## src/rtl/rss_isqrt.sv

```systemverilog
// Pipelined integer square root, one result bit per stage, several lanes.
module rss_isqrt #(
  parameter int IN_W  = 58,
  parameter int LANES = 1,
  parameter int PW    = 1
) (
  input  logic                  clk,
  input  logic                  rst_n,
  input  logic                  in_valid,
  input  logic [IN_W-1:0]       in_rad [LANES],
  input  logic [PW-1:0]         in_pay,
  output logic                  out_valid,
  output logic [IN_W/2-1:0]     out_root [LANES],
  output logic [PW-1:0]         out_pay
);

  localparam int OW = IN_W / 2;
  localparam int RW = OW + 2;

  logic [IN_W-1:0] rad_r  [OW][LANES];
  logic [RW-1:0]   rem_r  [OW][LANES];
  logic [OW-1:0]   root_r [OW][LANES];
  logic [OW-1:0]   vld_r;
  logic [PW-1:0]   pay_r  [OW];

  for (genvar s = 0; s < OW; s++) begin : g_stage
    logic [IN_W-1:0] rad_p  [LANES];
    logic [RW-1:0]   rem_p  [LANES];
    logic [OW-1:0]   root_p [LANES];
    logic            vld_p;
    logic [PW-1:0]   pay_p;
    logic [RW-1:0]   cand_c  [LANES];
    logic [RW-1:0]   trial_c [LANES];

    if (s == 0) begin : g_head
      assign rad_p  = in_rad;
      assign rem_p  = '{default: '0};
      assign root_p = '{default: '0};
      assign vld_p  = in_valid;
      assign pay_p  = in_pay;
    end else begin : g_body
      assign rad_p  = rad_r[s-1];
      assign rem_p  = rem_r[s-1];
      assign root_p = root_r[s-1];
      assign vld_p  = vld_r[s-1];
      assign pay_p  = pay_r[s-1];
    end

    // Bring down the next two radicand bits and form the trial divisor
    always_comb begin
      for (int l = 0; l < LANES; l++) begin
        cand_c[l]  = {rem_p[l][RW-3:0], rad_p[l][IN_W-1 -: 2]};
        trial_c[l] = {root_p[l], 2'b01};
      end
    end

    // Advance one root bit
    always_ff @(posedge clk) begin
      for (int l = 0; l < LANES; l++) begin
        rad_r[s][l] <= rad_p[l] << 2;
        if (cand_c[l] >= trial_c[l]) begin
          rem_r[s][l]  <= cand_c[l] - trial_c[l];
          root_r[s][l] <= {root_p[l][OW-2:0], 1'b1};
        end else begin
          rem_r[s][l]  <= cand_c[l];
          root_r[s][l] <= {root_p[l][OW-2:0], 1'b0};
        end
      end
      pay_r[s] <= pay_p;
    end

    always_ff @(posedge clk) begin
      if (!rst_n) begin
        vld_r[s] <= 1'b0;
      end else begin
        vld_r[s] <= vld_p;
      end
    end
  end

  assign out_valid = vld_r[OW-1];
  assign out_root  = root_r[OW-1];
  assign out_pay   = pay_r[OW-1];

endmodule

```

## config.mk

```make
export PLATFORM = sky130hd
export DESIGN_NAME = rss_isqrt
export DESIGN_NICKNAME = d
export VERILOG_FILES = /design/src/rtl/rss_isqrt.sv
export SDC_FILE = /design/constraint.sdc
export NUM_CORES = 2
export LEC_CHECK = 0
export ABC_CLOCK_PERIOD_IN_PS = 2900
export BUFFER_PORTS_ARGS = -buffer_cell sky130_fd_sc_hd__buf_2
export CAP_MARGIN = 5
export CORE_ASPECT_RATIO = 0.75
export CORE_MARGIN = 2
export CORE_UTILIZATION = 50
export CTS_CLUSTER_SIZE = 28
export DETAILED_ROUTE_END_ITERATION = 8
export GPL_TIMING_DRIVEN = 0
export PLACE_DENSITY = 0.68
export RECOVER_POWER = 50
export SLEW_MARGIN = 20
export SYNTH_ARGS = -nofsm -noshare
export SYNTH_HDL_FRONTEND = slang
export SYNTH_SLANG_ARGS = --single-unit
```

## constraint.sdc

```tcl
create_clock -name clk -period 2.9 [get_ports clk]
set_clock_uncertainty 0.15 [all_clocks]
set_input_delay 0.435 -clock clk [delete_from_list [all_inputs] [get_ports clk]]
set_output_delay 0.435 -clock clk [all_outputs]
set_load 0.03 [all_outputs]
```

# Word level (Yosys, flattened, before mapping)
# Memories as Yosys holds them, arrays and structs flattened.
# Cells that the tools add are included.
[word_totals] ff_bits=29 ram_bits=3393 in_bits=62 output_inout_bits=31 wordCells=294 mem_count=4
[mem_list] name="rad_r" depth=29 word_bits=56 read_ports=28 rd_ports_with_merged_regs=0 write_ports=29 line_no="20" rtl="logic [IN_W-1:0] rad_r [OW][LANES];"
[mem_list] name="rem_r" depth=29 word_bits=31 read_ports=28 rd_ports_with_merged_regs=0 write_ports=29 line_no="21" rtl="logic [RW-1:0] rem_r [OW][LANES];"
[mem_list] name="root_r" depth=29 word_bits=29 read_ports=29 rd_ports_with_merged_regs=0 write_ports=29 line_no="22" rtl="logic [OW-1:0] root_r [OW][LANES];"
[mem_list] name="pay_r" depth=29 word_bits=1 read_ports=29 rd_ports_with_merged_regs=0 write_ports=29 line_no="24" rtl="logic [PW-1:0] pay_r [OW];"
[op_classes] add_sub_neg=29 magnitude_cmp=29 n_mux=145 bitwise=58
[op_table] op="$mux W31" count=29
[op_table] op="$ge A31 B31 Y1" count=28
[op_table] op="$sub A31 B31 Y31" count=28
[op_table] op="$mux W29" count=29
[op_table] op="$mux W1" count=87
[op_table] op="$or A1 B1 Y1" count=58
[op_table] op="$sub A2 B1 Y3 const B" count=1
[op_table] op="$ge A2 B1 Y1 const B" count=1

# Depth between registers and ports, before layout
# An unclocked memory read counts as a cell.
[depth] ltp_word=5 depth_mapped=14 ltp_nobuf=12

# Worst setup path before layout
# No wires, ideal clock.
[synth_path] kind="register to register" start="mem root_r[2][74] (netlist name)" end="mem rem_r[1][94] (netlist name)" setup_ns=0.129 arrival_time_ns=2.914 required_ns=2.621 slack_ns=-0.293 stages_incl_launch_ff=13 path_buffers=3 synth_period_minus_slack_ns=3.193 cell_sequence="dfxtp_1 inv_1 ha_1 clkbuf_1 a21oi_1 o21ai_0 a21o_1 a2111o_1 a311o_1 a31oi_1 clkbuf_1 clkbuf_1 o21ai_0"
[synth_lines] element="start: declaration" line_no="22"
[synth_lines] element="end: declaration" line_no="21"

==> impl_metrics.csv <==
group,metric,value,unit
status,status,"finished with violations",
status,violations,"setup timing",
global_route,grt_pass1_vias,52474,
setup_path,path_class,"flip-flop to flip-flop",
sta,setup_viol,127,
sta,timing.fmax,318,MHz
sta,finalSetupTns,-9920,ps
floorplan,core_area,0.150,mm^2
power_and_ir_drop,vdd_ir_drop_max,0.605,mV
routing,route.detailed.drc,0,
setup_path,arrival,3680,ps
routing,final_antenna_net_count,0,
place,gp_congestion,0.911,
yosys,synth_top_area_cell,"dfxtp_1",
power_and_ir_drop,p_per_area,852,mW/mm^2
global_route,antenna_found_initial,9,
floorplan,initial_core_util,50.3,%
sta,tightest_slew,861,ps
yosys,synth_area,0.0753,mm^2
clocking,cts_sinks,2076,
sta,finalCritPeriodShare,108,%
power_and_ir_drop,leakagePower,43.2,nW
floorplan,die_h,340,um
floorplan,die_area,0.154,mm^2
sta,hold_ws,74.1,ps
place,dp_hpwl,122000,um
routing,viasPerCell,5.37,
setup_path,cp_max_fo,7,
yosys,syn-num-nets,7879,
routing,post_drt_wl_per_cell,17.9,um
sta,hold_viol,0,
yosys,ys_warn_count,0,
clocking,h-tree-depth,4,
clocking,cts-root-buf,"clkbuf_16",
job,drv_cap,0,
global_route,grt_start_max_net_pins,18,
yosys,ys_ff_latch,2076,
layout,syn2layout_area_growth,27.2,%
yosys,synthCells,7351,
layout,drive_gt1_share,24.2,%
place,numPortBuffers,91,
clocking,clk_latency,850,ps
sta,rsz0062_at_grt,"true",
routing,num_vias,54435,
sta,worst_slack,-244,ps
clocking,cts_tree,"done",
yosys,synthTopCellsByArea,"dfxtp_1, ha_1, xnor2_1",
yosys,yosys-top-cells-count,"dfxtp_1, inv_1, nand2_1, ha_1, nor2_1",
sta,relSlewSlack,42.2,%
clocking,clk_path_buf_depth,3,
setup_path,cp_data_required_time,3440,ps
setup_path,crit_path_end_kind,"flip-flop",
yosys,synth_cell_types,93,
yosys,ys_seq_area_share,55.2,%
min_path,hold_class,"input port to flip-flop",
setup_path,cp-start-kind,"flip-flop",
yosys,syn_avg_cell_area,10.2,um^2
yosys,synth_edf_count,0,
layout,layout.nets,8513,
global_route,grt_pass1_wl,276000,um
clocking,numCtsBuffers,187,
yosys,synthArstFlopShare,0,%
routing,wirelength,182000,um
sta,maxSlewViolCount,0,
global_route,track_usage,22.1,%
yosys,yosysMostFrequentCell,"dfxtp_1",
routing,drt-initial-drc-count,4060,
floorplan,rows,123,
yosys,yosys_most_used_dff,"dfxtp_1",
clocking,path_clk_slew,60,ps
yosys,yosysTopAreaCellShare,55.2,%
global_route,grt.overflow.total,0,
sta,period_needed,3140,ps
floorplan,ios,93,
routing,drt_first_pass_iters,5,
floorplan,die_x,452,um
stage by stage:
step | setup slack (ps) | cells | instance area [um^2] | power [W] | util (%)
6_report | -244 | 10144 | 95700 | 0.0815 | 63.9
5_1_grt | -317 | 10143 | 95700 | 0.0854 | 63.9
4_1_cts | -226 | 9998 | 91000 | 0.0790 | 60.8
3_5_place_dp | -1280 | 9442 | 78400 | 0.0509 | 52.3
3_3_place_gp | -1300 | 9442 | 78400 | 0.0506 | 52.3
2_1_floorplan | -77.2 | 7351 | 75400 | 0.0466 | -
flip-flops by register name, summed over array words and instances, names as in the netlist:
name and cells:
g_stage.vld_p 28, out_valid 1, pay_r 29, rad_r 812, rem_r 771, root_r 435
layout by cell type (no fill, tap or decap), types with 97 or more instances in the layout:
cell / Yosys / layout
nand3_1: 122 / 97
nor3_1: 187 / 138
clkbuf_16: 0 / 205
ha_4: 0 / 147
xor2_1: 287 / 285
a21oi_1: 404 / 310
nand2_1: 519 / 442
dfxtp_2: 0 / 117
nor2_1: 410 / 366
inv_1: 589 / 553
dfxtp_1: 2076 / 1938
buf_4: 1 / 282
o21ai_0: 377 / 234
ha_1: 466 / 291
a21o_1: 189 / 188
xnor2_1: 332 / 312
metal layers:
layer  wire, um  up-vias  track usage, %  part of all wire [%]
li1           -    26492               -                     -
met1      84100    26142            31.6                    46
met2      82300     1508            34.5                    45
met3      11400      293            3.79                   6.3
met4       3710        0            6.23                   2.0
met5          0        -               0                     0
cells by family (layout without fill, tap and decap cells):
family / after synthesis / in the layout / synth area share, %
buffers and inverters: 742 / 1533 / 3.72
and+or+nand+nor: 1905 / 1906 / 12.6
other: 1 / 2 / 0.00498
AOI/OAI and AO/OA: 1451 / 1451 / 12.1
DFF: 2076 / 2076 / 55.2
xor gates and xnor gates: 619 / 619 / 7.20
adders and majority gates: 466 / 466 / 7.75
muxes: 91 / 91 / 1.34
critical path, cell delays in order, from the launching register on:
cell and delay (ps):
dfxtp_2 320, or3_4 380, or3_4 340, or3_4 330
or3_4 340, or3_4 360, a31oi_4 190, buf_12 150
or2b_4 240, nor4_4 60, xor2_1 160
power breakdown:
group	switching [W]	internal, W
sequential	0.00405	0.0332
combinational	0.00974	0.00903
clock	0.0110	0.0145
total	0.0248	0.0568
cell type report:
| cell class | instances | area, um^2 |
|---|---|---|
| Tap cell | 2000 | 2500 |
| Timing Repair Buffer | 501 | 4200 |
| Clock buffer | 251 | 5210 |
| Fill cell | 11592 | 54000 |
| Clock inverter | 96 | 1270 |
| Inverter | 592 | 2260 |
| Antenna cell | 1 | 2.50 |
| Sequential cell | 2076 | 41800 |
| Buffer | 93 | 1060 |
| Multi-Input combinational cell | 4534 | 37400 |
worst paths after layout:
path	start	end	slack [ps]	cells past startpoint
worst max-delay path	rem_r[0][420]$_DFF_P_	rem_r[0][452]$_DFF_P_	-240	10
worst min-delay path	in_rad[14]	rad_r[0][14]$_DFF_P_	70	2
worst max register to register	rem_r[0][420]$_DFF_P_	rem_r[0][452]$_DFF_P_	-240	10
worst min register to register	rad_r[0][306]$_DFF_P_	rad_r[0][364]$_DFF_P_	150	0
repair_timing:
| item | 4_1_cts | 5_1_grt |
|---|---|---|
| resized for setup | 948 | 828 |
| hold endpoints to repair | 80 | 0 |
| setup endpoints to repair | 671 | 654 |
| setup buffers | 174 | 162 |
| hold buffers | 62 | 0 |
| pin swaps | 204 | 328 |
| gates cloned | 10 | 10 |
Note: power is estimated with default switching activity, not from simulation.
