### config.mk
export PLATFORM = sky130hd
export DESIGN_NAME = rss_div
export DESIGN_NICKNAME = d
export VERILOG_FILES = /design/src/rtl/rss_div.sv
export SDC_FILE = /design/constraint.sdc
export NUM_CORES = 2
export LEC_CHECK = 0
export ABC_CLOCK_PERIOD_IN_PS = 5100
export BUFFER_PORTS_ARGS = -buffer_cell sky130_fd_sc_hd__buf_2
export CAP_MARGIN = 15
export CORE_MARGIN = 2
export CORE_UTILIZATION = 25
export CTS_CLUSTER_DIAMETER = 50
export DETAILED_ROUTE_END_ITERATION = 10
export GPL_TIMING_DRIVEN = 0
export PLACE_DENSITY = 0.42
export SETUP_SLACK_MARGIN = 0.1
export SLEW_MARGIN = 20
export SYNTH_ARGS = -nofsm -noshare
export SYNTH_HDL_FRONTEND = slang
export SYNTH_SLANG_ARGS = --single-unit
### constraint.sdc
create_clock -name clk -period 5.1 [get_ports clk]
set_input_delay 1.02 -clock clk [delete_from_list [all_inputs] [get_ports clk]]
set_output_delay 1.02 -clock clk [all_outputs]
set_load 0.1 [all_outputs]
### src/rtl/rss_div.sv
// Pipelined restoring divider, one quotient bit per stage, lanes share the divisor.
// The quotient must fit in Q_W bits.
module rss_div #(
  parameter int NUM_W = 42,
  parameter int DEN_W = 29,
  parameter int Q_W   = 15,
  parameter int LANES = 1,
  parameter int PW    = 1
) (
  input  logic               clk,
  input  logic               rst_n,
  input  logic               in_valid,
  input  logic [NUM_W-1:0]   in_num [LANES],
  input  logic [DEN_W-1:0]   in_den,
  input  logic [PW-1:0]      in_pay,
  output logic               out_valid,
  output logic [Q_W-1:0]     out_quo [LANES],
  output logic [PW-1:0]      out_pay
);

  localparam int CW = (NUM_W > DEN_W + Q_W) ? NUM_W : DEN_W + Q_W;

  logic [NUM_W-1:0] rem_r [Q_W][LANES];
  logic [Q_W-1:0]   quo_r [Q_W][LANES];
  logic [DEN_W-1:0] den_r [Q_W];
  logic [Q_W-1:0]   vld_r;
  logic [PW-1:0]    pay_r [Q_W];

  for (genvar s = 0; s < Q_W; s++) begin : g_stage
    localparam int K = Q_W - 1 - s;
    logic [NUM_W-1:0] rem_p [LANES];
    logic [Q_W-1:0]   quo_p [LANES];
    logic [DEN_W-1:0] den_p;
    logic             vld_p;
    logic [PW-1:0]    pay_p;
    logic [CW-1:0]    dsh_c;
    logic [LANES-1:0] ge_c;

    if (s == 0) begin : g_head
      assign rem_p = in_num;
      assign quo_p = '{default: '0};
      assign den_p = in_den;
      assign vld_p = in_valid;
      assign pay_p = in_pay;
    end else begin : g_body
      assign rem_p = rem_r[s-1];
      assign quo_p = quo_r[s-1];
      assign den_p = den_r[s-1];
      assign vld_p = vld_r[s-1];
      assign pay_p = pay_r[s-1];
    end

    // Compare against the divisor at this quotient weight
    always_comb begin
      dsh_c = CW'(den_p) << K;
      for (int l = 0; l < LANES; l++) begin
        ge_c[l] = CW'(rem_p[l]) >= dsh_c;
      end
    end

    always_ff @(posedge clk) begin
      for (int l = 0; l < LANES; l++) begin
        rem_r[s][l] <= ge_c[l] ? NUM_W'(CW'(rem_p[l]) - dsh_c) : rem_p[l];
        quo_r[s][l] <= {quo_p[l][Q_W-2:0], ge_c[l]};
      end
      den_r[s] <= den_p;
      pay_r[s] <= pay_p;
    end

    always_ff @(posedge clk) begin
      if (!rst_n) begin
        vld_r[s] <= 1'b0;
      end else begin
        vld_r[s] <= vld_p;
      end
    end
  end

  assign out_valid = vld_r[Q_W-1];
  assign out_quo   = quo_r[Q_W-1];
  assign out_pay   = pay_r[Q_W-1];

endmodule

# Word-level counts from Yosys, hierarchy flattened

Memory sizes are Yosys's and may differ from the RTL's.
Cells that the tools add are included.

Register bits after elaboration: 15
Memory bits (writable): 1,305
Bits of input ports: 75
Memories: 4

Memories:

| name  | words | bits a word | rd ports | clocked after memory_dff | write ports | line | text |
|---|---|---|---|---|---|---|---|
| rem_r | 15    | 42          | 14       | 0                        | 15          | 23   | `logic [NUM_W-1:0] rem_r [Q_W][LANES];` |
| den_r | 15    | 29          | 14       | 0                        | 15          | 25   | `logic [DEN_W-1:0] den_r [Q_W];` |
| quo_r | 15    | 15          | 15       | 0                        | 15          | 24   | `logic [Q_W-1:0] quo_r [Q_W][LANES];` |
| pay_r | 15    | 1           | 15       | 0                        | 15          | 27   | `logic [PW-1:0] pay_r [Q_W];` |

Add/subtract/negate cells: 15
$lt $le $gt $ge: 15
Muxes and demuxes: 15

Operators with widths:

| cell                                                           | number |
|---|---|
| 42-bit 2-to-1 mux                                              | 15 |
| 42-bit subtractor                                              | 2 |
| 42-bit by 43-bit greater-or-equal comparator with 1-bit output | 1 |
| 42-bit by 29-bit greater-or-equal comparator with 1-bit output | 1 |
| 42-bit by 30-bit greater-or-equal comparator with 1-bit output | 1 |
| 42-bit by 31-bit greater-or-equal comparator with 1-bit output | 1 |
| 42-bit by 32-bit greater-or-equal comparator with 1-bit output | 1 |
| 42-bit by 33-bit greater-or-equal comparator with 1-bit output | 1 |
| 42-bit by 34-bit greater-or-equal comparator with 1-bit output | 1 |
| 42-bit by 35-bit greater-or-equal comparator with 1-bit output | 1 |
| 42-bit by 36-bit greater-or-equal comparator with 1-bit output | 1 |
| 42-bit by 37-bit greater-or-equal comparator with 1-bit output | 1 |
| 42-bit by 38-bit greater-or-equal comparator with 1-bit output | 1 |
| 42-bit by 39-bit greater-or-equal comparator with 1-bit output | 1 |
| 42-bit by 40-bit greater-or-equal comparator with 1-bit output | 1 |
| 42-bit by 41-bit greater-or-equal comparator with 1-bit output | 1 |
| 42-bit greater-or-equal comparator                             | 1 |
| 42-bit by 29-bit subtractor with 42-bit output                 | 1 |
| 42-bit by 30-bit subtractor with 42-bit output                 | 1 |
| 42-bit by 31-bit subtractor with 42-bit output                 | 1 |
| 42-bit by 32-bit subtractor with 42-bit output                 | 1 |
| 42-bit by 33-bit subtractor with 42-bit output                 | 1 |
| 42-bit by 34-bit subtractor with 42-bit output                 | 1 |
| 42-bit by 35-bit subtractor with 42-bit output                 | 1 |
| other kinds (6)                                                | 6 |

# Longest topological paths before layout

An unclocked memory read counts as a cell.

Depth in word-level cells: 3
Depth in mapped cells: 15
Depth with buffers taken out: 15

# Least setup slack after synthesis

OpenSTA, ideal clock, no wires.

Path kind: input to register
Start: input port in_den[5]
End: memory rem_r[0][34] (netlist bit)
Library setup time: 0.123 ns
Arrival: 3.565 ns
Required time: 4.977 ns
Path slack: 1.412 ns
Stages: 12
Buffers on the path: 1
Path through: inv_1 -> ha_1 -> o21ai_0 -> a211oi_1 -> o31a_1 -> o31a_1 -> a41oi_1 -> a31o_2 -> o21ba_2 -> o21ai_2 -> buf_2 -> mux2_1

RTL lines:

| element         | line | text |
|---|---|---|
| start, declared | 14   | `input logic [DEN_W-1:0] in_den,` |
| end, declared   | 23   |  |

==> reports/results.ini <==
[synth]
synthTopCellsByArea=dfxtp_1 (44%), ha_1 (10%), a21oi_1 (5.1%)
syn_area_sq_um=52400
seq_area_frac_synth=0.437
yosys.area.top_type=dfxtp_1
syn_nets=6205
synth_top_area_frac=0.437
synth_common_cells=dfxtp_1 (1144), inv_1 (544), a21oi_1 (538)
synth_edf_count=0
ys_warn_count=0
synthesis.instances=5682
yosys_register_bits=1144
synth_ff_type=dfxtp_1
async_flop_share=0
yosys.cell_types.count=98
synth.most_common_cell=dfxtp_1
postSynthAreaPerCell_sq_um=9.22

[timing]
fin_worst_skew_ps=57.8
setup_viol=0
finalSetupTns_ps=0
slew_viol_final=0
worst-slew-pin-transition_ps=1100
slew_headroom=0.264
period_minus_slack_ps=4740
hold_viol_final=0
fmaxAchievable_ghz=0.211
rsz0062_at_grt=no
min_period_over_period=0.929

[floorplan]
initial_core_util=0.251
dieHeight_microns=462
rows=168
die_w_microns=462
core_sq_um=209000
num_io_pins=92
dieArea_sq_um=213000

[global_routing]
grt_max_degree=17
grt_use_total=0.142
grt_util_met1=0.165
grt_pass1_vias=40467
met3_usage=0.0214
use_met2=0.252
grt_overflow=0
antenna_found_initial=1
grt.busiest_layer=met2
grt_pass1_wl_microns=235000

[cts]
path_clk_slew_ps=50
cts_sinks=1144
clkLatencyLatePin_ps=800
post-cts-setup-buffer-count=0
clock-root-buffer=clkbuf_16
htreeDepth=4
cts_hold_buf=0
cts_tree=built
cts_buffer_depth=3
cts_buffers=160

[placed_design]
hpwl_microns=124000
port_buffers=91
gp_congestion=0.889

[power]
leakage_nw=27.3
max-vdd-ir-drop_mv=0.407
p_int_w=0.0259
pwr-share-comb=0.422
seq_power_share=0.312
swShare=0.388
powerDensity_nw_per_um2=683
clock_power_share=0.267
p_switching_w=0.0164

[job]
max_cap_viol_count=0

[drt]
antenna_left=0
routedWlPerCell_microns=17.2
drt_first_pass_iters=5
wl_microns=153000
route.detailed.drc=0
via_per_inst=4.50
dr.first_iter.drc_count=2313
vias=39916

[outcome]
status=complete, no violations

[critical_path]
cp-end-kind=register
worst-path-max-fanout=10
required_ps=5750
critPathKind=register to register
startpoint_type=register
crit_arrival_ps=5390

[cells_and_area]
drive_gt1_frac=0.0885
post-route-util=0.296
final_net_count=6459
area_growth_pct=18.2

[worst_hold_path]
holdCritPathClass=register to register

## per-stage QoR
step / worst slack [ps] / hold WS, ps / instances / power, W / area [sq um]
6_report: 362 / 318 / 8875 / 0.0423 / 61900
5_1_grt: 115 / 290 / 8874 / 0.0454 / 61900
4_1_cts: 185 / 266 / 8872 / 0.0428 / 61900
3_5_place_dp: 133 / 312 / 8579 / 0.0312 / 56400
3_3_place_gp: 128 / 310 / 8578 / 0.0312 / 56400
2_1_floorplan: 1410 / 310 / 5682 / 0.0261 / 52400
## state kept, by name, summed over array words and instances, names as in the netlist
signal	count
rem_r	588
g_stage.vld_p	14
quo_r	120
den_r	406
out_valid	1
pay_r	15
## layout make-up
class	count	area, sq um
well taps	2805	3510
clock inverters	93	1100
clock buffers	200	4410
diodes	3	7.51
multi-input cells	3835	26800
fillers	22149	147000
inverters	545	2050
flip-flops and latches	1144	22900
repair buffers	92	460
plain buffers	158	664
## power groups by stage
stage / sequential (W) / combinational (W) / clock, W
after floorplan: 0.0127 / 0.0134 / 0
after global placement: 0.0134 / 0.0178 / 0
after detailed placement: 0.0134 / 0.0178 / 0
after CTS: 0.0132 / 0.0179 / 0.0116
after global routing: 0.0134 / 0.0199 / 0.0120
final: 0.0132 / 0.0178 / 0.0113
## layout by cell type, fill, tap and decap left out, types with 20 or more instances in the layout
master        n
dfxtp_1    1144
xor2_1      176
mux2_1       25
ha_1        434
o21ai_0     287
a21o_1      225
and3_1       31
nor3_1       75
a31oi_1      45
o31a_1       20
a211oi_1     43
clkinv_2     21
clkbuf_16   164
nand2_1     323
nand3_1      83
xnor2_1     230
nand2b_1     57
buf_2       116
or3_1        36
nand4_1      76
o31ai_1      26
inv_1       544
o21a_1       60
nor2_1      396
o211ai_1     27
o21ai_1      27
a21oi_1     536
and2_1       40
mux2_2       87
nor4_1       60
nor2b_1      44
o21bai_1     45
clkbuf_1    137
## layer usage
layer,vias up,share of wire
met4,0,0.047
met2,724,0.49
met3,304,0.031
li1,20431,-
met5,-,0
met1,18457,0.43
## critical path, cell delays in order (launching register included)
cell	delay [ps]
dfxtp_1	330
inv_1	50
ha_1	220
fa_1	400
nor2b_1	160
o31a_1	220
o211ai_1	200
nand3_1	160
a31oi_1	150
o21ai_1	440
a22oi_1	250
o31ai_2	900
clkbuf_1	660
buf_2	370
a21oi_1	110
## worst paths after layout
path                                 endpoint  cells after the start    startpoint  slack (ps)
worst max register to register  rem_r[0][121]                     14  rem_r[0][54]         360
worst min register to register   quo_r[1][34]                      0  quo_r[1][18]         320
worst min-delay path             quo_r[1][34]                      0  quo_r[1][18]         320
worst max-delay path            rem_r[0][121]                     14  rem_r[0][54]         360
## cell families (layout without fill, tap and decap cells)
kind of cell,Yosys count,after routing,synth area share
simple gates,1350,1350,0.128
mux,117,117,0.0250
flops,1144,1144,0.437
other cells,0,3,0
buf+inv,703,1088,0.0517
xor+xnor,406,406,0.0679
compound gates,1514,1514,0.181
fa+ha+maj,448,448,0.109
## timing repair
item / in CTS / in global routing
hold endpoints to repair: 0 / 0
resized for setup: 0 / 2
endpoints found under the setup margin: 0 / 2
(Power assumes the default switching activity.)
